File: src/hw/rtl/xxh_pkg.sv
// Package: XXH64 constants, datapath command and status types.
package xxh_pkg;
  localparam logic [63:0] PR1 = 64'd11400714785074694791;
  localparam logic [63:0] PR2 = 64'd14029467366897019727;
  localparam logic [63:0] PR3 = 64'd1609587929392839161;
  localparam logic [63:0] PR4 = 64'd9650029242287828579;
  localparam logic [63:0] PR5 = 64'd2870177450012600261;

  // Datapath micro-operations.
  typedef enum logic [3:0] {
    OP_NONE    = 4'd0,
    OP_CAPTURE = 4'd1,  // latch word, count, last; update length
    OP_PUSH    = 4'd2,  // store word into pending buffer
    OP_FOLD_A  = 4'd3,  // lane: acc += w*PR2 (mul stage)
    OP_FOLD_B  = 4'd4,  // lane: rotl31, *PR1
    OP_INIT    = 4'd5,  // h = merge start or seed+PR5
    OP_MRG_A   = 4'd6,  // t = lane[i]*PR2
    OP_MRG_B   = 4'd7,  // h ^= rotl(t,31)*PR1
    OP_MRG_C   = 4'd8,  // h = h*PR1+PR4
    OP_LEN     = 4'd9,  // h += length
    OP_T_A     = 4'd10, // tail step first multiply
    OP_T_B     = 4'd11, // tail step second multiply
    OP_T_C     = 4'd12, // tail step third multiply
    OP_AV_A    = 4'd13, // avalanche multiply 1
    OP_AV_B    = 4'd14, // avalanche multiply 2
    OP_AV_C    = 4'd15  // final xor shift, publish
  } dp_op_t;

  typedef enum logic [1:0] {
    TK_WORD = 2'd0,
    TK_HALF = 2'd1,
    TK_BYTE = 2'd2
  } tail_kind_t;

  typedef struct packed {
    dp_op_t     op;
    logic [1:0] idx;   // lane / pending index
    tail_kind_t tk;
    logic [2:0] pos;   // byte position of a byte round
    logic       tsrc;  // tail operand: 1 = captured word, 0 = pending
  } dp_cmd_t;

  typedef struct packed {
    logic       last;
    logic [3:0] n;      // saturated byte count
    logic [1:0] pend;   // pending count
    logic       seen;   // stripe folded
    logic       mdone;  // multiply op completes this cycle
  } dp_sts_t;

  function automatic logic [63:0] rotl(input logic [63:0] x, input int r);
    rotl = (x << r) | (x >> (64 - r));
  endfunction
endpackage

File: src/hw/rtl/xxh_ctrl.sv
// XXH64 sequencer: steps the datapath through fold, merge, tail, avalanche.
module xxh_ctrl (
  input  logic             clk,
  input  logic             rst,
  input  logic             in_valid,
  output logic             in_ready,
  output logic             out_valid,
  input  logic             out_ready,
  input  xxh_pkg::dp_sts_t sts,
  output xxh_pkg::dp_cmd_t cmd
);
  typedef enum logic [9:0] {
    S_IDLE = 10'b0000000001,
    S_DEC  = 10'b0000000010,
    S_FA   = 10'b0000000100,
    S_FB   = 10'b0000001000,
    S_INIT = 10'b0000010000,
    S_MA   = 10'b0000100000,
    S_MB   = 10'b0001000000,
    S_MC   = 10'b0010000000,
    S_LEN  = 10'b0100000000,
    S_TAIL = 10'b1000000000
  } state_t;

  state_t      state, state_next;
  logic [1:0]  idx, idx_next;
  logic [1:0]  ph, ph_next;     // sub-step within tail/avalanche
  logic [2:0]  pos, pos_next;   // byte position
  logic        fin, fin_next;   // folding the last word
  logic        outv, outv_next;

  // tail stage: 0 pending words, 1 last word, 2 avalanche
  logic [2:0]  stg, stg_next;

  assign in_ready  = (state == S_IDLE) && !outv;
  assign out_valid = outv;

  always_ff @(posedge clk) begin
    if (rst) begin
      state <= S_IDLE;
      idx <= '0;
      ph  <= '0;
      pos <= '0;
      fin <= 1'b0;
      outv <= 1'b0;
      stg <= '0;
    end else begin
      state <= state_next;
      idx <= idx_next;
      ph  <= ph_next;
      pos <= pos_next;
      fin <= fin_next;
      outv <= outv_next;
      stg <= stg_next;
    end
  end

  // Multiply ops are held until the datapath flags mdone.
  always_comb begin
    state_next = state;
    idx_next = idx;
    ph_next = ph;
    pos_next = pos;
    fin_next = fin;
    stg_next = stg;
    outv_next = outv && !out_ready;
    cmd = '{op: xxh_pkg::OP_NONE, idx: idx, tk: xxh_pkg::TK_WORD, pos: pos, tsrc: 1'b0};
    case (state)
      S_IDLE: begin
        if (in_valid && in_ready) begin
          cmd.op = xxh_pkg::OP_CAPTURE;
          state_next = S_DEC;
        end
      end
      S_DEC: begin
        if (sts.n == 4'd8 && sts.pend == 2'd3) begin
          idx_next = '0;
          fin_next = sts.last;
          state_next = S_FA;
        end else if (!sts.last) begin
          cmd.op = xxh_pkg::OP_PUSH;
          state_next = S_IDLE;
        end else begin
          fin_next = 1'b0;
          state_next = S_INIT;
        end
      end
      S_FA: begin
        cmd.op = xxh_pkg::OP_FOLD_A;
        if (sts.mdone) state_next = S_FB;
      end
      S_FB: begin
        cmd.op = xxh_pkg::OP_FOLD_B;
        if (sts.mdone) begin
          idx_next = idx + 2'd1;
          if (idx != 2'd3) state_next = S_FA;
          else if (fin) state_next = S_INIT;
          else state_next = S_IDLE;
        end
      end
      S_INIT: begin
        cmd.op = xxh_pkg::OP_INIT;
        idx_next = '0;
        state_next = sts.seen ? S_MA : S_LEN;
      end
      S_MA: begin
        cmd.op = xxh_pkg::OP_MRG_A;
        if (sts.mdone) state_next = S_MB;
      end
      S_MB: begin
        cmd.op = xxh_pkg::OP_MRG_B;
        if (sts.mdone) state_next = S_MC;
      end
      S_MC: begin
        cmd.op = xxh_pkg::OP_MRG_C;
        if (sts.mdone) begin
          idx_next = idx + 2'd1;
          state_next = (idx == 2'd3) ? S_LEN : S_MA;
        end
      end
      S_LEN: begin
        cmd.op = xxh_pkg::OP_LEN;
        idx_next = '0;
        ph_next = '0;
        pos_next = '0;
        stg_next = '0;
        state_next = S_TAIL;
      end
      S_TAIL: begin
        case (stg)
          3'd0: begin
            // pending full words
            if (idx >= sts.pend) begin
              stg_next = 3'd1;
              pos_next = '0;
            end else begin
              cmd.tk = xxh_pkg::TK_WORD;
              cmd.tsrc = 1'b0;
              cmd.op = (ph == 2'd0) ? xxh_pkg::OP_T_A :
                       (ph == 2'd1) ? xxh_pkg::OP_T_B : xxh_pkg::OP_T_C;
              if (sts.mdone) begin
                ph_next = (ph == 2'd2) ? 2'd0 : ph + 2'd1;
                if (ph == 2'd2) idx_next = idx + 2'd1;
              end
            end
          end
          3'd1: begin
            // captured last word, unless it was folded
            cmd.tsrc = 1'b1;
            if (fin || {1'b0, pos} >= sts.n) begin
              stg_next = 3'd2;
              ph_next = '0;
            end else if (sts.n == 4'd8) begin
              cmd.tk = xxh_pkg::TK_WORD;
              cmd.op = (ph == 2'd0) ? xxh_pkg::OP_T_A :
                       (ph == 2'd1) ? xxh_pkg::OP_T_B : xxh_pkg::OP_T_C;
              if (sts.mdone) begin
                ph_next = (ph == 2'd2) ? 2'd0 : ph + 2'd1;
                if (ph == 2'd2) pos_next = 3'd7;
                if (ph == 2'd2) stg_next = 3'd2;
              end
            end else if (pos == 3'd0 && sts.n >= 4'd4) begin
              cmd.tk = xxh_pkg::TK_HALF;
              cmd.op = (ph == 2'd0) ? xxh_pkg::OP_T_A : xxh_pkg::OP_T_B;
              if (sts.mdone) begin
                ph_next = (ph == 2'd1) ? 2'd0 : 2'd1;
                if (ph == 2'd1) pos_next = 3'd4;
              end
            end else begin
              cmd.tk = xxh_pkg::TK_BYTE;
              cmd.op = (ph == 2'd0) ? xxh_pkg::OP_T_A : xxh_pkg::OP_T_B;
              if (sts.mdone) begin
                ph_next = (ph == 2'd1) ? 2'd0 : 2'd1;
                if (ph == 2'd1) pos_next = pos + 3'd1;
              end
            end
          end
          default: begin
            cmd.op = (ph == 2'd0) ? xxh_pkg::OP_AV_A :
                     (ph == 2'd1) ? xxh_pkg::OP_AV_B : xxh_pkg::OP_AV_C;
            if (ph == 2'd2) begin
              outv_next = 1'b1;
              fin_next = 1'b0;
              state_next = S_IDLE;
            end else if (sts.mdone) begin
              ph_next = ph + 2'd1;
            end
          end
        endcase
      end
      default: state_next = S_IDLE;
    endcase
  end
endmodule

File: config.mk
export PLATFORM = sky130hd
export DESIGN_NAME = xxh_ctrl
export DESIGN_NICKNAME = d
export VERILOG_FILES = /design/src/hw/rtl/xxh_pkg.sv /design/src/hw/rtl/xxh_ctrl.sv
export SDC_FILE = /design/constraint.sdc
export NUM_CORES = 1
export LEC_CHECK = 0
export BUFFER_PORTS_ARGS = -buffer_cell sky130_fd_sc_hd__buf_2
export CAP_MARGIN = 30
export CORE_ASPECT_RATIO = 1.4
export CORE_MARGIN = 3
export CORE_UTILIZATION = 50
export DETAILED_ROUTE_END_ITERATION = 8
export PLACE_DENSITY_LB_ADDON = 0.15
export SLEW_MARGIN = 30
export SYNTH_ARGS = -nofsm -noshare
export SYNTH_HDL_FRONTEND = slang
export SYNTH_SLANG_ARGS = --single-unit
File: constraint.sdc
create_clock -name clk -period 3.6 [get_ports clk]
set_clock_uncertainty 0.05 [all_clocks]
set_input_delay 0.72 -clock clk [delete_from_list [all_inputs] [get_ports clk]]
set_output_delay 0.72 -clock clk [all_outputs]
set_load 0.01 [all_outputs]
* Word level (Yosys, flattened, before mapping) *
Cells that the tools add are included.
W data, S select, Z words.

storage, ports and cells
  register bits = 22
  input port bits = 13
  output and inout bits = 14
  logic and storage cells = 160

cells by class
  $add $sub $neg = 3
  magnitude comparators = 3
  equal/unequal tests = 44
  multiplexer cells = 80
  reductions and logical operators = 23

operator list
  operator                count
  $pmux W10 S10           1
  $mux W10                8
  $mux W3                 18
  $mux W2                 22
  $pmux W4 S10            1
  $ne A4 B4 Y1 const B    7
  $ne A2 B2 Y1 const B    12
  $pmux W3 S2             4
  $mux W5                 4
  $mux W9                 2
  $ne A3 B3 Y1 const B    6
  $reduce_and A7 Y1       2
  $mux W1                 13
  $eq A10 B1 Y1 const B   1
  $eq A10 B10 Y1 const B  1
  $eq A10 B2 Y1 const B   1
  $eq A10 B3 Y1 const B   1
  $eq A10 B4 Y1 const B   1
  $eq A10 B5 Y1 const B   1
  $eq A10 B6 Y1 const B   1
  $eq A10 B7 Y1 const B   1
  $eq A10 B8 Y1 const B   1
  $eq A10 B9 Y1 const B   1
  $mux W4                 2
  other kinds (27)        41

* Logic depth before layout (Yosys ltp) *
  word-level depth = 8
  mapped depth = 8
  gate-level depth less buffers = 8

* Worst setup path before layout *
No wires, ideal clock.

  path kind = input -> output
  start = input sts[4] (netlist name)
  end = output cmd[8] (netlist name)
  arrival = 2709 ps
  data required time = 2830 ps
  setup slack = 121 ps
  cell stages on the path = 7
  buffers on the path = 0
  cells stage by stage = ha_1 > nand2b_1 > a2111oi_1 > nor2_1 > a2111oi_0 > a221oi_1 > o21ai_0

RTL lines
  element          line            text
  start, declared  xxh_ctrl.sv:9   input xxh_pkg::dp_sts_t sts,
  end, declared    xxh_ctrl.sv:10  output xxh_pkg::dp_cmd_t cmd

==> reports/metrics.cfg <==
[synth]
synth.top_cell.area_share_pct=22.1
synth-edff-count=0
yosysMostFrequentCell=nor2_1
synthTopCellsByArea=dfxtp_1 22%, ha_1 8.6%, mux2i_1 7.4%
ys_seq_elements=21
synth_common_cells=26 x nor2_1, 21 x dfxtp_1, 16 x o21ai_0
synth.largest_area_cell=dfxtp_1
syn_inst=242
ys.flop_type=dfxtp_1
seq_area_frac_synth_pct=22.1
syn_area_sq_mm=0.00190
avgSynthCellArea_sq_um=7.84
ys_warn_count=0
yosysUniqueCellTypes=56
synthArstFlopShare_pct=0
synth_nets=268

[place]
place_congestion=0.874
hpwl_microns=3810
dpl.cell_count=302
port_buffers=26

[layout]
layout.nets=293
num_antenna_cells=0
drive_gt1_share_pct=19.2
fin_cells=306
nFillCells=362
areaGrowthSynthToFinish_pct=11.7

[critical_path]
path_buf_inv=3
crit_top_cell=buf_2
cp_top_family=compound AO/OA/AOI/OAI gates
cp_slowest_cell=a2111oi_2
critPathKind=primary input to primary output
timing.reg2reg.setup_slack_ps=970
worst_ep_required_time_ps=2830
cp.arrival_ps=2680
start_kind=primary input
cpPeakStageDelay_ps=360
ff2ff_path_depth=5
crit-reg2reg-capture=state[8]
r2r-start=state[4]
crit_path_cell_trace=buf_2 -> ha_1 -> nand2b_1 -> a2111oi_2 -> buf_4 -> nor2_1 -> a2111oi_1 -> a221oi_1 -> o21ai_1 -> buf_2
crit_path_end_kind=primary output
crit_fanout=6

[detailed_routing]
dr.pass1.iters=4
wirelength_microns=4930
post_drt_wl_per_cell_microns=16.1
drt_iter0_markers=114
antenna_left=0
drc=0
vias_per_cell=6.17
vias=1889

[die]
die_w_microns=58.1
coreArea_sq_mm=0.00350
io_pins=27
fp.dieArea_sq_mm=0.00458
start_util_pct=54.2
die_h_microns=78.9
rows=25

[grt]
grt_pass1_vias=1794
grt_pass1_wl_microns=8250
grt_usage_pct=22.6
antenna_found_initial=0
grt_max_degree=17
grt-ovfl-total=0

[clocking]
cts_sinks=21
cts_tree=yes
clk_latency_ps=270
numCtsBuffers=3
cts_buffer_depth=2
htreeDepth=1
root_buffer=clkbuf_8
clk_pin_slew_ps=80

[sta]
setup_viol=0
period_share_pct=95.8
min_period_ps=3450
worst_slew_pin_slew_ps=511
max_freq_mhz=290
rsz0062_at_grt=false
drv_slew=0
relSlewSlack_pct=65.9
setup_tns_ps=0
hold_viol_final=0

[pwr]
cellPowerDensity_mw_per_mm2=253
p_leak_nw=0.919
vdd_ir_drop_max_uv=193

[worst_hold_path]
min_to=idx[0]
hp-class=flop to flop
hold_path_depth=2
worstHoldStart=idx[0]

[flow_run]
maxCapViolCount=0

[status]
status=complete, no violations

-- kinds of logic (layout without fill, tap and decap cells) --
logic type | Yosys count | in the layout | share of synthesized area, %
multiplexers | 15 | 15 | 7.98
adder cells (fa/ha/maj) | 13 | 13 | 8.57
buffers and inverters | 27 | 51 | 6.20
XOR/XNOR | 4 | 4 | 1.85
AND/OR/NAND/NOR | 106 | 106 | 31.3
flip-flops | 21 | 21 | 22.1
AO/OA/AOI/OAI | 56 | 56 | 22.0
-- worst reg2reg max path: stages, from the launching register on --
cell	delay (ps)
dfxtp_1	380
or4_1	720
or4_4	660
o221ai_4	390
nand2b_1	220
nor2_1	90
-- area by class of cell --
type / instances / area [sq um] / share of cell area (%)
Inverter: 14 / 52.6 / 2.48
Clock inverter: 1 / 7.51 / 0.354
Clock buffer: 3 / 41.3 / 1.95
Timing Repair Buffer: 33 / 183 / 8.61
Multi-Input combinational cell: 194 / 1370 / 64.4
Tap cell: 40 / 50.0 / 2.36
Sequential cell: 21 / 420 / 19.8
-- metrics by stage --
stage          hold WS [ps]  cell area [sq um]  worst slack, ps  power [mW]  util [%]
6_report                444               2120              150       0.537      60.5
4_1_cts                 449               2110             65.6       0.536      60.4
3_5_place_dp            432               2070             65.4       0.375      59.0
5_1_grt                 468               2120             23.0       0.566      60.5
3_3_place_gp            425               2070              112       0.374      59.0
2_1_floorplan           417               1900              121       0.336         -
-- metal layers --
metal / up-vias / global-route usage [%] / routed length, microns
met1: 870 / 26.3 / 2040
met4: 0 / 13.0 / 218
met5: - / 0 / 0
met2: 57 / 38.8 / 2490
met3: 25 / 3.09 / 176
li1: 937 / - / -
-- repair_timing --
action                                  CTS  global route
endpoints found under the setup margin    0             1
resized for setup                         0             3
hold buffers                              0             0
hold endpoints to repair                  0             0
buffers inserted                          0             0
-- worst max-delay path by stage --
| stage | start | endpoint | slack (ps) | depth (start not counted) |
|---|---|---|---|---|
| after floorplan | sts[4] | cmd[8] | 120 | 7 |
| after global placement | sts[4] | cmd[8] | 110 | 10 |
| after detailed placement | sts[4] | cmd[8] | 70 | 10 |
| after CTS | sts[4] | cmd[8] | 70 | 10 |
| after global routing | sts[4] | cmd[8] | 20 | 10 |
| final | sts[4] | cmd[8] | 150 | 10 |
-- registers in the layout (all words and copies together), names as in the netlist --
register	flops
pos	3
idx	2
state	10
ph	2
out_valid	1
fin	1
stg	2
-- cell usage in the layout (no fill, tap or decap), drive strengths merged, types with 7 or more instances in the layout --
master	instances
ha	13
nand2	13
buf	33
nor3	7
dfxtp	21
a21oi	7
inv	14
nand2b	12
nand3	8
mux2i	14
o21ai	18
nor4	8
nor2	26
-- where the power goes --
group / internal [mW] / switching (mW) / total [mW] / leakage (nW)
clock: 0.0783 / 0.0869 / 0.165 / 0.0217
sequential: 0.237 / 0.00571 / 0.243 / 0.170
combinational: 0.0517 / 0.0775 / 0.129 / 0.727
total: 0.367 / 0.170 / 0.537 / 0.919
(Power assumes the default switching activity.)
